[src/hdl/ifv_pkg.sv]
// ----------------------------------------------------------------------------
// ifv_pkg
// Widths and UTF-8 limits shared by the frame validator and its channels.
// ----------------------------------------------------------------------------
`default_nettype none

package ifv_pkg;

  localparam int DATA_W        = 8;
  localparam int NAME_LEN_W    = 8;
  localparam int ARG_CNT_W     = 2;
  localparam int ARG_LEN_W     = 16;
  localparam int REPORTED_ARGS = 3;
  localparam int ACC_W         = 32;
  localparam int CP_W          = 21;

  localparam logic [7:0] LEAD2_MIN = 8'hc2;
  localparam logic [7:0] LEAD2_MAX = 8'hdf;
  localparam logic [7:0] LEAD3_MIN = 8'he0;
  localparam logic [7:0] LEAD3_MAX = 8'hef;
  localparam logic [7:0] LEAD4_MIN = 8'hf0;
  localparam logic [7:0] LEAD4_MAX = 8'hf4;
  localparam logic [7:0] ASCII_MAX = 8'h7f;

  localparam logic [CP_W-1:0] CP_MIN2      = 21'h000080;
  localparam logic [CP_W-1:0] CP_MIN3      = 21'h000800;
  localparam logic [CP_W-1:0] CP_MIN4      = 21'h010000;
  localparam logic [CP_W-1:0] CP_MAX       = 21'h10ffff;
  localparam logic [CP_W-1:0] SURROGATE_LO = 21'h00d800;
  localparam logic [CP_W-1:0] SURROGATE_HI = 21'h00dfff;

  localparam logic [15:0] NAME_LEN_LIMIT = 16'd255;

  localparam logic [1:0] SEQ_TWO   = 2'd1;
  localparam logic [1:0] SEQ_THREE = 2'd2;
  localparam logic [1:0] SEQ_FOUR  = 2'd3;

endpackage

`default_nettype wire

[src/hdl/ifv_in_if.sv]
// ----------------------------------------------------------------------------
// ifv_in_if
// Byte channel into the frame validator: one frame byte and its end flag.
// ----------------------------------------------------------------------------
`default_nettype none

interface ifv_in_if;
  logic                        valid;
  logic                        ready;
  logic [ifv_pkg::DATA_W-1:0]  data_byte;
  logic                        last_byte;

  modport source (output valid, output data_byte, output last_byte, input ready);
  modport sink   (input valid, input data_byte, input last_byte, output ready);
endinterface

`default_nettype wire

[src/hdl/ifv_out_if.sv]
// ----------------------------------------------------------------------------
// ifv_out_if
// Result channel of the frame validator: verdict and declared lengths.
// ----------------------------------------------------------------------------
`default_nettype none

interface ifv_out_if;
  logic                            valid;
  logic                            ready;
  logic                            frame_valid;
  logic [ifv_pkg::NAME_LEN_W-1:0]  name_length;
  logic [ifv_pkg::ARG_CNT_W-1:0]   arg_count;
  logic [ifv_pkg::ARG_LEN_W-1:0]   first_arg_length;
  logic [ifv_pkg::ARG_LEN_W-1:0]   second_arg_length;
  logic [ifv_pkg::ARG_LEN_W-1:0]   third_arg_length;

  modport source (output valid, output frame_valid, output name_length, output arg_count,
                  output first_arg_length, output second_arg_length,
                  output third_arg_length, input ready);
  modport sink   (input valid, input frame_valid, input name_length, input arg_count,
                  input first_arg_length, input second_arg_length,
                  input third_arg_length, output ready);
endinterface

`default_nettype wire

[src/hdl/invocation_frame_validator.sv]
// ----------------------------------------------------------------------------
// invocation_frame_validator
// Parses a request frame byte by byte and reports its verdict and lengths.
// ----------------------------------------------------------------------------
// channel  dir  per transfer
// in_ch    in   data_byte, last_byte
// out_ch   out  frame_valid, name_length, arg_count, three argument lengths
//
// One byte per cycle while in_ch.ready is high; each byte is parsed by the
// state register and the next-state logic in the cycle it is taken. The
// result is registered at the transfer of a last byte and offered in the
// next cycle. in_ch.ready is low only while a result waits and
// out_ch.ready is low. Reset is synchronous.
// ----------------------------------------------------------------------------
`default_nettype none

module invocation_frame_validator #(
  parameter int MAX_ARGS      = 3,
  parameter int MAX_NAME_LEN  = 255,
  parameter int MAX_FRAME_LEN = 65535
) (
  input  wire       clk,
  input  wire       rst_n,
  ifv_in_if.sink    in_ch,
  ifv_out_if.source out_ch
);

  localparam int CNT_W  = $clog2(MAX_FRAME_LEN + 2);
  localparam int FL_W   = $clog2(MAX_FRAME_LEN + 1);
  localparam int LEFT_W = (FL_W < 8) ? 8 : FL_W;
  localparam int CA_W   = (MAX_ARGS < 2) ? 1 : $clog2(MAX_ARGS + 1);
  localparam int RA     = ifv_pkg::REPORTED_ARGS;
  localparam int ACC_W  = ifv_pkg::ACC_W;
  localparam int CP_W   = ifv_pkg::CP_W;
  localparam int LEN_W  = ifv_pkg::ARG_LEN_W;

  localparam logic [2:0] PH_NLEN_LO = 3'd0;
  localparam logic [2:0] PH_NLEN_HI = 3'd1;
  localparam logic [2:0] PH_NAME    = 3'd2;
  localparam logic [2:0] PH_CNT_LO  = 3'd3;
  localparam logic [2:0] PH_CNT_HI  = 3'd4;
  localparam logic [2:0] PH_ALEN    = 3'd5;
  localparam logic [2:0] PH_ADATA   = 3'd6;
  localparam logic [2:0] PH_DONE    = 3'd7;

  logic [2:0]        phase_r, phase_nxt;
  logic [1:0]        idx_r, idx_nxt;
  logic [LEFT_W-1:0] left_r, left_nxt;
  logic [ACC_W-1:0]  acc_r, acc_nxt;
  logic [7:0]        nlen_r, nlen_nxt;
  logic [CA_W-1:0]   decl_r, decl_nxt;
  logic [CA_W-1:0]   cur_r, cur_nxt;
  logic [LEN_W-1:0]  tbl_r [RA];
  logic [LEN_W-1:0]  tbl_nxt [RA];
  logic [1:0]        upend_r, upend_nxt;
  logic [CP_W-1:0]   ucp_r, ucp_nxt;
  logic [1:0]        ucls_r, ucls_nxt;
  logic              err_r, err_nxt;
  logic [CNT_W-1:0]  bcnt_r, bcnt_nxt;

  logic              out_valid_r;
  logic              res_valid_r;
  logic [7:0]        res_nlen_r;
  logic [1:0]        res_cnt_r;
  logic [LEN_W-1:0]  res_len_r [RA];
  logic              res_valid_nxt;
  logic [LEN_W-1:0]  res_len_nxt [RA];

  logic              take;
  logic              take_last;
  logic [7:0]        b;
  logic [CP_W-1:0]   cp_min;
  logic [CA_W-1:0]   cur_inc;

  assign in_ch.ready = !out_valid_r || out_ch.ready;
  assign take        = in_ch.valid && in_ch.ready;
  assign take_last   = take && in_ch.last_byte;
  assign b           = in_ch.data_byte;
  assign cur_inc     = cur_r + 1'b1;

  always_comb begin
    phase_nxt = phase_r;
    idx_nxt   = idx_r;
    left_nxt  = left_r;
    acc_nxt   = acc_r;
    nlen_nxt  = nlen_r;
    decl_nxt  = decl_r;
    cur_nxt   = cur_r;
    tbl_nxt   = tbl_r;
    upend_nxt = upend_r;
    ucp_nxt   = ucp_r;
    ucls_nxt  = ucls_r;
    err_nxt   = err_r;
    bcnt_nxt  = bcnt_r;
    cp_min    = ifv_pkg::CP_MIN4;

    if (bcnt_r <= CNT_W'(MAX_FRAME_LEN)) begin
      bcnt_nxt = bcnt_r + 1'b1;
    end
    if (bcnt_nxt > CNT_W'(MAX_FRAME_LEN)) begin
      err_nxt = 1'b1;
    end

    if (!err_nxt) begin
      unique case (phase_r)
        PH_NLEN_LO: begin
          acc_nxt   = ACC_W'(b);
          phase_nxt = PH_NLEN_HI;
        end
        PH_NLEN_HI: begin
          acc_nxt[15:8] = b;
          if (acc_nxt[15:0] == 16'd0 || acc_nxt[15:0] > ifv_pkg::NAME_LEN_LIMIT ||
              32'(acc_nxt[15:0]) > MAX_NAME_LEN) begin
            err_nxt = 1'b1;
          end else begin
            nlen_nxt  = acc_nxt[7:0];
            left_nxt  = LEFT_W'(acc_nxt[7:0]);
            phase_nxt = PH_NAME;
          end
        end
        PH_NAME: begin
          if (upend_r == 2'd0) begin
            if (b <= ifv_pkg::ASCII_MAX) begin
              upend_nxt = 2'd0;
            end else if (b >= ifv_pkg::LEAD2_MIN && b <= ifv_pkg::LEAD2_MAX) begin
              ucp_nxt   = CP_W'(b[4:0]);
              upend_nxt = 2'd1;
              ucls_nxt  = ifv_pkg::SEQ_TWO;
            end else if (b >= ifv_pkg::LEAD3_MIN && b <= ifv_pkg::LEAD3_MAX) begin
              ucp_nxt   = CP_W'(b[3:0]);
              upend_nxt = 2'd2;
              ucls_nxt  = ifv_pkg::SEQ_THREE;
            end else if (b >= ifv_pkg::LEAD4_MIN && b <= ifv_pkg::LEAD4_MAX) begin
              ucp_nxt   = CP_W'(b[2:0]);
              upend_nxt = 2'd3;
              ucls_nxt  = ifv_pkg::SEQ_FOUR;
            end else begin
              err_nxt = 1'b1;
            end
          end else if (b[7:6] != 2'b10) begin
            err_nxt = 1'b1;
          end else begin
            ucp_nxt   = {ucp_r[CP_W-7:0], b[5:0]};
            upend_nxt = upend_r - 1'b1;
            if (upend_nxt == 2'd0) begin
              if (ucls_r == ifv_pkg::SEQ_TWO) begin
                cp_min = ifv_pkg::CP_MIN2;
              end else if (ucls_r == ifv_pkg::SEQ_THREE) begin
                cp_min = ifv_pkg::CP_MIN3;
              end
              if (ucp_nxt < cp_min || ucp_nxt > ifv_pkg::CP_MAX ||
                  (ucp_nxt >= ifv_pkg::SURROGATE_LO && ucp_nxt <= ifv_pkg::SURROGATE_HI)) begin
                err_nxt = 1'b1;
              end
            end
          end
          if (!err_nxt) begin
            left_nxt = left_r - 1'b1;
            if (left_nxt == '0) begin
              if (upend_nxt != 2'd0) begin
                err_nxt = 1'b1;
              end
              phase_nxt = PH_CNT_LO;
            end
          end
        end
        PH_CNT_LO: begin
          acc_nxt   = ACC_W'(b);
          phase_nxt = PH_CNT_HI;
        end
        PH_CNT_HI: begin
          acc_nxt[15:8] = b;
          if (32'(acc_nxt[15:0]) > MAX_ARGS) begin
            err_nxt = 1'b1;
          end else begin
            decl_nxt = acc_nxt[CA_W-1:0];
            cur_nxt  = '0;
            if (acc_nxt[15:0] == 16'd0) begin
              phase_nxt = PH_DONE;
            end else begin
              phase_nxt = PH_ALEN;
              idx_nxt   = 2'd0;
              acc_nxt   = '0;
            end
          end
        end
        PH_ALEN: begin
          acc_nxt[8*idx_r +: 8] = b;
          idx_nxt = idx_r + 1'b1;
          if (idx_r == 2'd3) begin
            if (acc_nxt > ACC_W'(MAX_FRAME_LEN)) begin
              err_nxt = 1'b1;
            end else begin
              for (int k = 0; k < RA; k++) begin
                if (32'(cur_r) == k) begin
                  tbl_nxt[k] = acc_nxt[LEN_W-1:0];
                end
              end
              if (acc_nxt == '0) begin
                cur_nxt = cur_inc;
                if (cur_inc >= decl_r) begin
                  phase_nxt = PH_DONE;
                end else begin
                  idx_nxt = 2'd0;
                  acc_nxt = '0;
                end
              end else begin
                left_nxt  = acc_nxt[LEFT_W-1:0];
                phase_nxt = PH_ADATA;
              end
            end
          end
        end
        PH_ADATA: begin
          left_nxt = left_r - 1'b1;
          if (left_nxt == '0) begin
            cur_nxt = cur_inc;
            if (cur_inc >= decl_r) begin
              phase_nxt = PH_DONE;
            end else begin
              phase_nxt = PH_ALEN;
              idx_nxt   = 2'd0;
              acc_nxt   = '0;
            end
          end
        end
        default: begin
          err_nxt = 1'b1;
        end
      endcase
    end

    res_valid_nxt = !err_nxt && phase_nxt == PH_DONE;
    for (int k = 0; k < RA; k++) begin
      res_len_nxt[k] = (res_valid_nxt && 32'(decl_nxt) > k) ? tbl_nxt[k] : '0;
    end
  end

  always_ff @(posedge clk) begin
    if (!rst_n || take_last) begin
      phase_r <= PH_NLEN_LO;
      idx_r   <= '0;
      left_r  <= '0;
      acc_r   <= '0;
      nlen_r  <= '0;
      decl_r  <= '0;
      cur_r   <= '0;
      upend_r <= '0;
      ucp_r   <= '0;
      ucls_r  <= '0;
      err_r   <= 1'b0;
      bcnt_r  <= '0;
      for (int k = 0; k < RA; k++) begin
        tbl_r[k] <= '0;
      end
    end else if (take) begin
      phase_r <= phase_nxt;
      idx_r   <= idx_nxt;
      left_r  <= left_nxt;
      acc_r   <= acc_nxt;
      nlen_r  <= nlen_nxt;
      decl_r  <= decl_nxt;
      cur_r   <= cur_nxt;
      upend_r <= upend_nxt;
      ucp_r   <= ucp_nxt;
      ucls_r  <= ucls_nxt;
      err_r   <= err_nxt;
      bcnt_r  <= bcnt_nxt;
      tbl_r   <= tbl_nxt;
    end
  end

  always_ff @(posedge clk) begin
    if (!rst_n) begin
      out_valid_r <= 1'b0;
    end else if (take_last) begin
      out_valid_r <= 1'b1;
    end else if (out_ch.ready) begin
      out_valid_r <= 1'b0;
    end
  end

  always_ff @(posedge clk) begin
    if (take_last) begin
      res_valid_r <= res_valid_nxt;
      res_nlen_r  <= res_valid_nxt ? nlen_nxt : 8'd0;
      res_cnt_r   <= res_valid_nxt ? 2'(decl_nxt) : 2'd0;
      res_len_r   <= res_len_nxt;
    end
  end

  assign out_ch.valid             = out_valid_r;
  assign out_ch.frame_valid       = res_valid_r;
  assign out_ch.name_length       = res_nlen_r;
  assign out_ch.arg_count         = res_cnt_r;
  assign out_ch.first_arg_length  = res_len_r[0];
  assign out_ch.second_arg_length = res_len_r[1];
  assign out_ch.third_arg_length  = res_len_r[2];

  a_parse_restarts: assert property (@(posedge clk) disable iff (!rst_n)
    take_last |=> (phase_r == PH_NLEN_LO && !err_r && bcnt_r == '0))
    else $error("parser state not cleared after last byte");

  a_result_from_last: assert property (@(posedge clk) disable iff (!rst_n)
    $rose(out_valid_r) |-> $past(take_last))
    else $error("result raised without a last-byte transfer");

  a_invalid_zeroed: assert property (@(posedge clk) disable iff (!rst_n)
    (out_valid_r && !res_valid_r) |->
      (res_nlen_r == 8'd0 && res_cnt_r == 2'd0 && res_len_r[0] == '0 &&
       res_len_r[1] == '0 && res_len_r[2] == '0))
    else $error("invalid frame reports nonzero fields");

  a_valid_has_name: assert property (@(posedge clk) disable iff (!rst_n)
    (out_valid_r && res_valid_r) |-> res_nlen_r != 8'd0)
    else $error("valid frame with empty name");

  a_error_sticky: assert property (@(posedge clk) disable iff (!rst_n)
    (err_r && take && !in_ch.last_byte) |=> err_r)
    else $error("error flag dropped inside a frame");

endmodule

`default_nettype wire

[src/flat_wrapper.sv]
// flat-port wrapper written by rule: the top's interface ports become plain ports
module invocation_frame_validator_flat 
#(
  parameter int MAX_ARGS      = 3,
  parameter int MAX_NAME_LEN  = 255,
  parameter int MAX_FRAME_LEN = 65535
)
  (clk, rst_n, in_ch_valid, in_ch_data_byte, in_ch_last_byte, in_ch_ready, out_ch_valid, out_ch_frame_valid, out_ch_name_length, out_ch_arg_count, out_ch_first_arg_length, out_ch_second_arg_length, out_ch_third_arg_length, out_ch_ready);
  ifv_in_if in_ch_i ();
  ifv_out_if out_ch_i ();
  input  wire clk;
  input  wire rst_n;
  input wire logic [$bits(in_ch_i.valid)-1:0] in_ch_valid;
  input wire logic [$bits(in_ch_i.data_byte)-1:0] in_ch_data_byte;
  input wire logic [$bits(in_ch_i.last_byte)-1:0] in_ch_last_byte;
  output wire logic [$bits(in_ch_i.ready)-1:0] in_ch_ready;
  output wire logic [$bits(out_ch_i.valid)-1:0] out_ch_valid;
  output wire logic [$bits(out_ch_i.frame_valid)-1:0] out_ch_frame_valid;
  output wire logic [$bits(out_ch_i.name_length)-1:0] out_ch_name_length;
  output wire logic [$bits(out_ch_i.arg_count)-1:0] out_ch_arg_count;
  output wire logic [$bits(out_ch_i.first_arg_length)-1:0] out_ch_first_arg_length;
  output wire logic [$bits(out_ch_i.second_arg_length)-1:0] out_ch_second_arg_length;
  output wire logic [$bits(out_ch_i.third_arg_length)-1:0] out_ch_third_arg_length;
  input wire logic [$bits(out_ch_i.ready)-1:0] out_ch_ready;
  assign in_ch_i.valid = in_ch_valid;
  assign in_ch_i.data_byte = in_ch_data_byte;
  assign in_ch_i.last_byte = in_ch_last_byte;
  assign in_ch_ready = in_ch_i.ready;
  assign out_ch_valid = out_ch_i.valid;
  assign out_ch_frame_valid = out_ch_i.frame_valid;
  assign out_ch_name_length = out_ch_i.name_length;
  assign out_ch_arg_count = out_ch_i.arg_count;
  assign out_ch_first_arg_length = out_ch_i.first_arg_length;
  assign out_ch_second_arg_length = out_ch_i.second_arg_length;
  assign out_ch_third_arg_length = out_ch_i.third_arg_length;
  assign out_ch_i.ready = out_ch_ready;
  invocation_frame_validator #(.MAX_ARGS(MAX_ARGS), .MAX_NAME_LEN(MAX_NAME_LEN), .MAX_FRAME_LEN(MAX_FRAME_LEN)) u_core (.clk(clk), .rst_n(rst_n), .in_ch(in_ch_i), .out_ch(out_ch_i));
endmodule
[config.mk]
export PLATFORM = sky130hd
export DESIGN_NAME = invocation_frame_validator_flat
export DESIGN_NICKNAME = d
export VERILOG_FILES = /design/src/hdl/ifv_pkg.sv /design/src/hdl/ifv_in_if.sv /design/src/hdl/ifv_out_if.sv /design/src/hdl/invocation_frame_validator.sv /design/src/flat_wrapper.sv
export SDC_FILE = /design/constraint.sdc
export NUM_CORES = 1
export LEC_CHECK = 0
export ABC_AREA = 1
export ABC_CLOCK_PERIOD_IN_PS = 8100
export BUFFER_PORTS_ARGS = -buffer_cell sky130_fd_sc_hd__buf_4
export CAP_MARGIN = 30
export CORE_MARGIN = 2
export CORE_UTILIZATION = 40
export CTS_BUF_LIST = sky130_fd_sc_hd__clkbuf_16
export CTS_CLUSTER_DIAMETER = 150
export DETAILED_ROUTE_END_ITERATION = 16
export PLACE_DENSITY = 0.65
export SETUP_SLACK_MARGIN = 0.02
export SYNTH_ARGS = -nofsm -noshare
export SYNTH_HDL_FRONTEND = slang
export SYNTH_SLANG_ARGS = --single-unit
export TNS_END_PERCENT = 20
[constraint.sdc]
create_clock -name clk -period 8.1 [get_ports clk]
set_input_delay 0.405 -clock clk [delete_from_list [all_inputs] [get_ports clk]]
set_output_delay 0.405 -clock clk [all_outputs]
set_load 0.01 [all_outputs]
# [Yosys cells after proc, flatten, opt, wreduce, memory -nomap -nowiden]
# Index checks and enable logic that the tools add are counted.
[op_classes] n_shift=2 muxes=106 n_reduce_logical=43 n_eq_ne=26 n_lt_le_gt_ge=21 bitwise=2 addsub=6
[op_table] op="$mux W32" n=8
[op_table] op="$mux W48" n=4
[op_table] op="$mux W16" n=8
[op_table] op="$pmux W16 S4" n=2
[op_table] op="$mux W21" n=6
[op_table] op="$mux W15" n=6
[op_table] op="$mux W2" n=29
[op_table] op="$pmux W8 S5" n=1
[op_table] op="$mux W17" n=2
[op_table] op="$neg A5 Y34" n=1
[op_table] op="$shift A8 B34 Y32 const A" n=1
[op_table] op="$shiftx A8 B34 Y32" n=1
[op_table] op="$bwmux W32" n=1
[op_table] op="$gt A16 B8 Y1 const B" n=2
[op_table] op="$gt A32 B16 Y1 const B" n=1
[op_table] op="$logic_not A16 Y1" n=2
[op_table] op="$logic_not A32 Y1" n=1
[op_table] op="$pmux W8 S4" n=1
[op_table] op="$mux W3" n=10
[op_table] op="$ge A8 B8 Y1 const B" n=3
[op_table] op="$le A8 B8 Y1 const B" n=3
[op_table] op="$mux W8" n=3
[op_table] op="$ge A21 B16 Y1 const B" n=1
[op_table] op="$gt A21 B21 Y1 const B" n=1
[op_table] op="other kinds (42)" n=108
[totals] inputBits=13 elab_cells=229 regBits=210 out_inout_bits=61

# [Longest topological paths before layout]
# Gate-level depths: netlist of run 1.
[depth] word_depth=23 mapped_depth=23 depth_no_buf=22

# [Least setup slack after synthesis of run 1]
# Ideal clock, no wire load.
[synth_path] path_type="register to register" start="reg u_core.idx_r[0]" end="reg u_core.res_len_r (netlist bit u_core.out_ch.third_arg_length[12]) (data pin)" setup_slack_ps=5253 n_path_buf=2 t_arrival_ps=2711 path_stages_with_launch=21 setup_time_ps=136 period_less_slack_ps=2847 required_time_ps=7964 cell_sequence="dfxtp_1 buf_6 inv_4 ha_1 inv_2 nand2_4 nor2_2 a21boi_0 nand2_1 nor2_1 nand2_1 nor2_2 inv_2 a21oi_2 nand3_1 nor2_2 nand3_4 nor2_8 nand3_4 buf_6 nor2_2"
[synth_via] elab_chain_len=12 elab_cells_between_ends=25 classes_between="add/sub: 1; order compare: 1; eq/ne: 2; shift: 2; mux: 15; reduce/logical: 4"
[synth_rtl] item="from (decl)" line_no="invocation_frame_validator.sv:47" rtl="logic [1:0] idx_r, idx_nxt;"
[synth_rtl] item="from (signal assigned)" line_no="invocation_frame_validator.sv:258" rtl="idx_r <= idx_nxt;"
[synth_rtl] item="branches (longest 10 deep; another with $neg A5 Y34)"
[synth_rtl] item="$logic_and A1 B1 Y1 (*)" line_no="invocation_frame_validator.sv:233" rtl="res_valid_nxt = !err_nxt && phase_nxt == PH_DONE;"
[synth_rtl] item="net u_core.res_valid_nxt" line_no="invocation_frame_validator.sv:66" rtl="logic res_valid_nxt;"
[synth_rtl] item="$logic_and A1 B1 Y1 (*)" line_no="invocation_frame_validator.sv:235" rtl="res_len_nxt[k] = (res_valid_nxt && 32'(decl_nxt) > k) ? tbl_nxt[k] : '0;"
[synth_rtl] item="to (signal assigned)" line_no="invocation_frame_validator.sv:288" rtl="res_len_r <= res_len_nxt;"
[synth_rtl] item="to (decl)" line_no="invocation_frame_validator.sv:65" rtl="logic [LEN_W-1:0] res_len_r [RA];"
# Mark *: on every way through the listed nets, which the timed path passes.
# A chain may end at the register's enable or synchronous reset.

# [Worst setup path after layout of run 1]
[layout_path] start="reg u_core.idx_r[0]" end="reg u_core.res_len_r (netlist bit u_core.out_ch.third_arg_length[2]) (data pin)"
# Same word-level chain as after synthesis.

==> results.yml, run 1 <==
synth:
  yosysTopAreaCell: "dfxtp_1"
  synth_common_cells: "345 x nand2_1, 213 x inv_1, 211 x nor2_1"
  synth.area.top_cells: "dfxtp_1 27%, edfxtp_1 16%, nand2_1 11%"
  yosys_register_bits: 210
  synth_top_area_share: 0.268
  ys_seq_area_frac: 0.426
  synth.avg_cell_area_um2: 7.22
  synth-main-ff-cell: "dfxtp_1"
  synth_edf_count: 59
  postSynth.asyncResetShare: 0
  synth_area_um2: 11300
  synth_cells: 1560
  yosys_warnings: 0
  ys_types: 51
  postSynthNetCount: 1597
  synth.most_common_cell: "nand2_1"
clock_tree:
  cts_hold_buf: 0
  clockBufferDepth: 3
  clkTransAtPathRegs_ps: 60
  ctsResizeCount: 0
  cts.sinks: 210
  post_cts_buffers: 0
  clk_latency_ps: 520
  htree_levels: 1
  root_buffer: "clkbuf_16"
  cts_tree: "done"
  cts_inserted_buffers: 25
placement:
  dp_slack_ps: 4070
  portBuffers: 73
  dp.cells: 1956
  dp_hpwl_um: 20700
  dpl_cell_area_um2: 12100
  routabilityCongestion: 0.939
outcome:
  status: "finished clean"
timing:
  maxSlewViolCount: 0
  finalSetupViolCount: 0
  hold_viol_final: 0
  fin_worst_skew_ps: 9.78
  period_needed_ps: 4130
  grt_setup_unrepaired: "no"
  setup_ws_ps: 3970
  max_freq_mhz: 242
  period_share: 0.510
  fin_setup_tns_ps: 0
  relSlewSlack: 0.315
  worst_pin_slew_ps: 1020
  holdWs_ps: 81.5
finish:
  ff_latch_area_um2: 4790
  area_growth_syn_to_layout_pct: 14.5
  nNetsFinal: 1643
  n_antenna_cell: 0
  fin_cells: 2003
  drive_gt1_frac: 0.107
  multi_input_area_um2: 5340
  fin_area_um2: 12900
  fillers: 2813
drt:
  antenna_left: 0
  avgRoutedWirePerCell_um: 14.6
  wl_um: 29200
  firstDrtPassIters: 6
  vias: 10100
  drt_iter0_markers: 847
  drc: 0
  via_per_inst: 5.05
power_and_ir_drop:
  p_switching_uw: 827
  leakagePower_nw: 5.86
  p_int_mw: 1.94
  seq_power_share: 0.419
  combPwrFrac: 0.185
  power_density_nw_per_um2: 215
  ir_drop_mv: 0.150
  p_clk_frac: 0.396
  swShare: 0.299
setup_path:
  crit_type: "reg2reg"
  cp.arrival_ps: 4500
  max_stage_delay_ps: 670
  start_kind: "register"
  worst-path-max-fanout: 16
  r2r_cells: 17
  slowest_stage: "o22ai_1"
  worstSetupEndpointType: "register"
  path_cells: "inv_4 -> ha_1 -> inv_2 -> nand3_1 -> o22ai_1 -> nor2_1 -> nand2_1 -> nor2_1 -> nand2_1 -> nand2_1 -> a21oi_1 -> nor2_1 -> nand3_1 -> nand2_1 -> nor2_8 -> nand3_4 -> nor2_1"
  cp.required_ps: 8460
global_routing:
  grt_pass1_vias: 9041
  grt_use_total: 0.196
  grt_pass1_wl_um: 46700
  grt_max_degree: 112
  grt-ovfl-total: 0
  antenna_found_initial: 0
flow_run:
  drv_cap: 0
die:
  start_util: 0.405
  die_w_um: 172
  dieArea_um2: 29500
  core_area_um2: 27800
  io_pins: 74
  die_h_um: 172
  num_rows: 61
min_path:
  min_delay_path_depth: 3
  hold_path.class: "in2reg"
==> registers in the layout (all words and copies together), names as in the netlist, 2 cells and up <==
signal and count:
u_core.tbl_r 48, u_core.acc_r 32, u_core.bcnt_r 17, u_core.left_r 16, u_core.out_ch.first_arg_length 16, u_core.out_ch.second_arg_length 16, u_core.out_ch.third_arg_length 16, u_core.ucp_r 15
u_core.nlen_r 8, u_core.out_ch.name_length 8, u_core.phase_r 3, u_core.cur_r 2, u_core.decl_r 2, u_core.idx_r 2, u_core.out_ch.arg_count 2, u_core.ucls_r 2
u_core.upend_r 2
==> metal layers <==
metal | vias to the layer above | track usage | wire (µm)
li1 | 5207 | - | -
met5 | - | 0 | 0
met2 | 242 | 0.325 | 13200
met3 | 49 | 0.0315 | 1760
met4 | 0 | 0.0512 | 588
met1 | 4618 | 0.267 | 13600
==> layout by cell type, fill, tap and decap left out, types with 13 or more instances in the layout <==
master / n
nor2_1: 211
a21oi_1: 91
o211ai_1: 48
a211oi_1: 16
buf_4: 78
o22ai_1: 17
nand2_1: 345
nand3_1: 45
mux2i_1: 15
o21ai_0: 137
clkbuf_16: 25
nand4_1: 13
nor2_2: 24
dfxtp_1: 151
edfxtp_1: 59
inv_1: 219
ha_1: 24
==> per-stage QoR <==
| stage | util | power (mW) |
|---|---|---|
| final | 0.464 | 2.77 |
| after global routing | 0.464 | 2.90 |
| after CTS | 0.463 | 2.79 |
| after detailed placement | 0.434 | 1.69 |
| after global placement | 0.433 | 1.68 |
| after floorplan | - | 1.55 |
==> cell type report <==
cell class              instances  area share
multi-input cells            1063       0.414
flip-flops and latches        210       0.372
inverters                     225      0.0657
repair buffers                 81      0.0501
clock buffers                  25      0.0485
well taps                     378      0.0367
clock inverters                21      0.0135
==> worst paths after layout <==
path,startpoint,end,slack [ps]
max,u_core.idx_r[0],u_core.out_ch.third_arg_length[2],3970
min,rst_n,u_core.out_ch.valid,80
min reg2reg,u_core.bcnt_r[7],u_core.bcnt_r[7],460
max reg2reg,u_core.idx_r[0],u_core.out_ch.third_arg_length[2],3970
==> cells by family after synthesis <==
kind of cell,synth area share
AO/OA/AOI/OAI,0.171
flip-flops,0.426
buffers and inverters,0.101
multiplexers,0.0133
adder cells (fa/ha/maj),0.0267
AND/OR/NAND/NOR,0.260
XOR/XNOR,0.00233
==> worst max-delay path: cells and delay by family, from the launching register on <==
kind                       cells  cell delay, ps
and+or+nand+nor               12            1790
AOI/OAI and AO/OA              2             830
DFF                            1             660
adders and majority gates      1             370
buffers and inverters          2             320
==> power by group through the flow <==
| stage | Sequential (mW) | Clock (mW) | Combinational, mW |
|---|---|---|---|
| 2_1_floorplan | 1.18 | 0 | 0.368 |
| 3_3_place_gp | 1.18 | 0 | 0.499 |
| 3_5_place_dp | 1.18 | 0 | 0.503 |
| 4_1_cts | 1.16 | 1.12 | 0.505 |
| 5_1_grt | 1.17 | 1.16 | 0.574 |
| 6_report | 1.16 | 1.10 | 0.511 |
(Power assumes the default switching activity.)
==> run 2, diff against run 1 <==
--- a/config.mk
+++ b/config.mk
@@ -5,8 +5,8 @@
 export SDC_FILE = /design/constraint.sdc
 export NUM_CORES = 1
 export LEC_CHECK = 0
-export ABC_AREA = 1
-export ABC_CLOCK_PERIOD_IN_PS = 8100
+export ABC_AREA = 0
+export ABC_CLOCK_PERIOD_IN_PS = 3800
 export BUFFER_PORTS_ARGS = -buffer_cell sky130_fd_sc_hd__buf_4
 export CAP_MARGIN = 30
 export CORE_MARGIN = 2
@@ -14,7 +14,7 @@
 export CTS_BUF_LIST = sky130_fd_sc_hd__clkbuf_16
 export CTS_CLUSTER_DIAMETER = 150
 export DETAILED_ROUTE_END_ITERATION = 16
-export PLACE_DENSITY = 0.65
+export PLACE_DENSITY = 0.67
 export SETUP_SLACK_MARGIN = 0.02
 export SYNTH_ARGS = -nofsm -noshare
 export SYNTH_HDL_FRONTEND = slang
==> constraint.sdc (replaced) <==
create_clock -name clk -period 3.8 [get_ports clk]
set_input_delay 0.19 -clock clk [delete_from_list [all_inputs] [get_ports clk]]
set_output_delay 0.19 -clock clk [all_outputs]
set_load 0.01 [all_outputs]
==> run 2 against run 1 <==
Clock power increased by 85%; register-to-register slack got worse by 3700 ps; first-iteration DRC count increased by 2.5%; synthesized area decreased by 3.9%; total power increased by 93%; wire length increased by 2.6%; count of clock-buffer cells in the layout decreased by 1; clock skew increased by 6.8 ps; hold slack got worse by 54 ps; non-clock buffer count increased by 60; sequential cell count unchanged; setup slack got worse by 3700 ps; largest cell class unchanged; largest power group unchanged.
==> results.yml, run 2 <==
outcome:
  status: "finished clean"
timing:
  fin_worst_skew_ps: 16.5
  period_needed_ps: 3500
  max_freq_mhz: 286
  setup_ws_ps: 305
  finalSetupViolCount: 0
  grt_setup_unrepaired: "no"
  hold_viol_final: 0
  maxSlewViolCount: 0
  relSlewSlack: 0.446
  holdWs_ps: 27.5
  period_share: 0.920
  fin_setup_tns_ps: 0
  worst_pin_slew_ps: 831
setup_path:
  worst-path-max-fanout: 13
  cp.arrival_ps: 3760
  worstSetupEndpointType: "register"
  start_kind: "register"
  cp.required_ps: 4060
  crit_type: "reg2reg"
  ff2ff_setup_slack_ps: 300
power_and_ir_drop:
  ir_drop_mv: 0.339
  p_clk_frac: 0.381
  swShare: 0.284
  leakagePower_nw: 4.33
  combPwrFrac: 0.164
  power_mw: 5.34
  seq_power_share: 0.455
  power_density_nw_per_um2: 421
  p_switching_mw: 1.52
  p_int_mw: 3.82
synth:
  synth_cells: 1227
  yosys_register_bits: 210
  synth.area.top_cells: "dfxtp_1 28%, edfxtp_1 16%, nor2_1 6.9%"
  synth_top_area_share: 0.279
  synth_edf_count: 59
  postSynthNetCount: 1264
  synth-main-ff-cell: "dfxtp_1"
  yosys_warnings: 0
  synth.avg_cell_area_um2: 8.82
  ys_seq_area_frac: 0.443
  yosysTopAreaCell: "dfxtp_1"
  synth.most_common_cell: "nor2_1"
  synth_area_um2: 10800
  ys_types: 71
  synth_common_cells: "198 x nor2_1, 151 x dfxtp_1, 92 x a21oi_1"
  postSynth.asyncResetShare: 0
global_routing:
  antenna_found_initial: 0
  grt_pass1_vias: 8797
  grt_use_total: 0.205
  grt_pass1_wl_um: 47400
  grt-ovfl-total: 0
  grt_max_degree: 59
drt:
  avgRoutedWirePerCell_um: 18.1
  via_per_inst: 5.67
  vias: 9392
  firstDrtPassIters: 6
  wl_um: 29900
  drt_iter0_markers: 868
  antenna_left: 0
  drc: 0
die:
  die_h_um: 168
  start_util: 0.405
  die_w_um: 168
  num_rows: 60
  io_pins: 74
  core_area_um2: 26700
  dieArea_um2: 28400
clock_tree:
  clkTransAtPathRegs_ps: 60
  clockBufferDepth: 3
  cts_tree: "done"
  htree_levels: 1
  cts_inserted_buffers: 23
  clk_latency_ps: 530
  root_buffer: "clkbuf_16"
  cts.sinks: 210
finish:
  drive_gt1_frac: 0.154
  largest_reg_flops: 48
  largest_registers: "u_core.tbl_r x48, u_core.acc_r x32, u_core.bcnt_r x17"
  nNetsFinal: 1337
  fillers: 2536
  ff_latch_area_um2: 4790
  regMostFlops: "u_core.tbl_r"
  layout_common_cells: "198 x nor2_1, 151 x dfxtp_1, 138 x buf_4, 92 x a21oi_1, 90 x nand2_1"
  area_growth_syn_to_layout_pct: 17.1
  final_common_cell: "nor2_1"
  fin_area_um2: 12700
  n_antenna_cell: 0
  multi_input_area_um2: 5590
placement:
  dpl_cell_area_um2: 11900
  portBuffers: 73
  dp_slack_ps: 144
  dp_hpwl_um: 20700
  routabilityCongestion: 0.941
flow_run:
  drv_cap: 0
min_path:
  hold_path.class: "in2reg"
-- run 2: what timing repair did --
item                                    in CTS  in global routing
endpoints found under the setup margin       0                 28
setup buffers                                0                  5
resized for setup                            0                  2
hold endpoints to repair                     1                  0
hold buffers                                 1                  0
-- run 2: logic make-up (layout without fill, tap and decap cells) --
logic type               Yosys count  count (layout)  synth area share
multiplexers                      21              21            0.0195
XOR/XNOR                          19              19            0.0154
adder cells (fa/ha/maj)           24              24            0.0277
flip-flops                       210             210             0.443
AO/OA/AOI/OAI                    322             322             0.215
buffers and inverters            117             206            0.0435
AND/OR/NAND/NOR                  514             514             0.235
-- run 2: layer usage --
layer,GRT usage,share of wire
met1,0.277,0.44
met5,0,0
met3,0.0320,0.067
met4,0.0708,0.035
met2,0.336,0.45
-- run 2: through the flow --
| stage | cells | utilization |
|---|---|---|
| final | 1657 | 0.474 |
| after global routing | 1657 | 0.474 |
| after CTS | 1652 | 0.473 |
| after detailed placement | 1610 | 0.447 |
| after global placement | 1610 | 0.447 |
| after floorplan | 1227 | - |
-- run 2: final cells by class --
type                            count  area share
Tap cell                          341      0.0337
Clock inverter                     17     0.00652
Clock buffer                       24      0.0474
Timing Repair Buffer              141      0.0857
Sequential cell                   210       0.378
Inverter                           24     0.00711
Multi-Input combinational cell    900       0.441
-- run 2: path summary, 6_finish.rpt --
kind                                    startpoint                                  end  depth (start not counted)
worst max-delay path               u_core.idx_r[0]  u_core.out_ch.second_arg_length[14]                         10
worst min-delay path            in_ch_data_byte[1]                      u_core.ucp_r[1]                          3
worst max register to register     u_core.idx_r[0]  u_core.out_ch.second_arg_length[14]                         10
worst min register to register    u_core.nlen_r[2]                     u_core.nlen_r[2]                          2
-- run 2: worst max-delay path: stages (launching register included) --
cell and delay, ps:
dfxtp_1 320, buf_4 160, ha_1 340, nor4bb_1 200, a221oi_1 280, nand4_1 190
or3_1 420, a21oi_1 170, nor4b_4 310, nand4b_4 280, a2111oi_1 540
-- run 2: power by group through the flow --
| stage | clock, mW | sequential (mW) | combinational, mW |
|---|---|---|---|
| after global routing | 2.17 | 2.43 | 0.944 |
| after CTS | 2.08 | 2.42 | 0.860 |
| after detailed placement | 0 | 2.47 | 0.856 |
| after global placement | 0 | 2.47 | 0.854 |
| after floorplan | 0 | 2.46 | 0.549 |
| final | 2.03 | 2.43 | 0.876 |
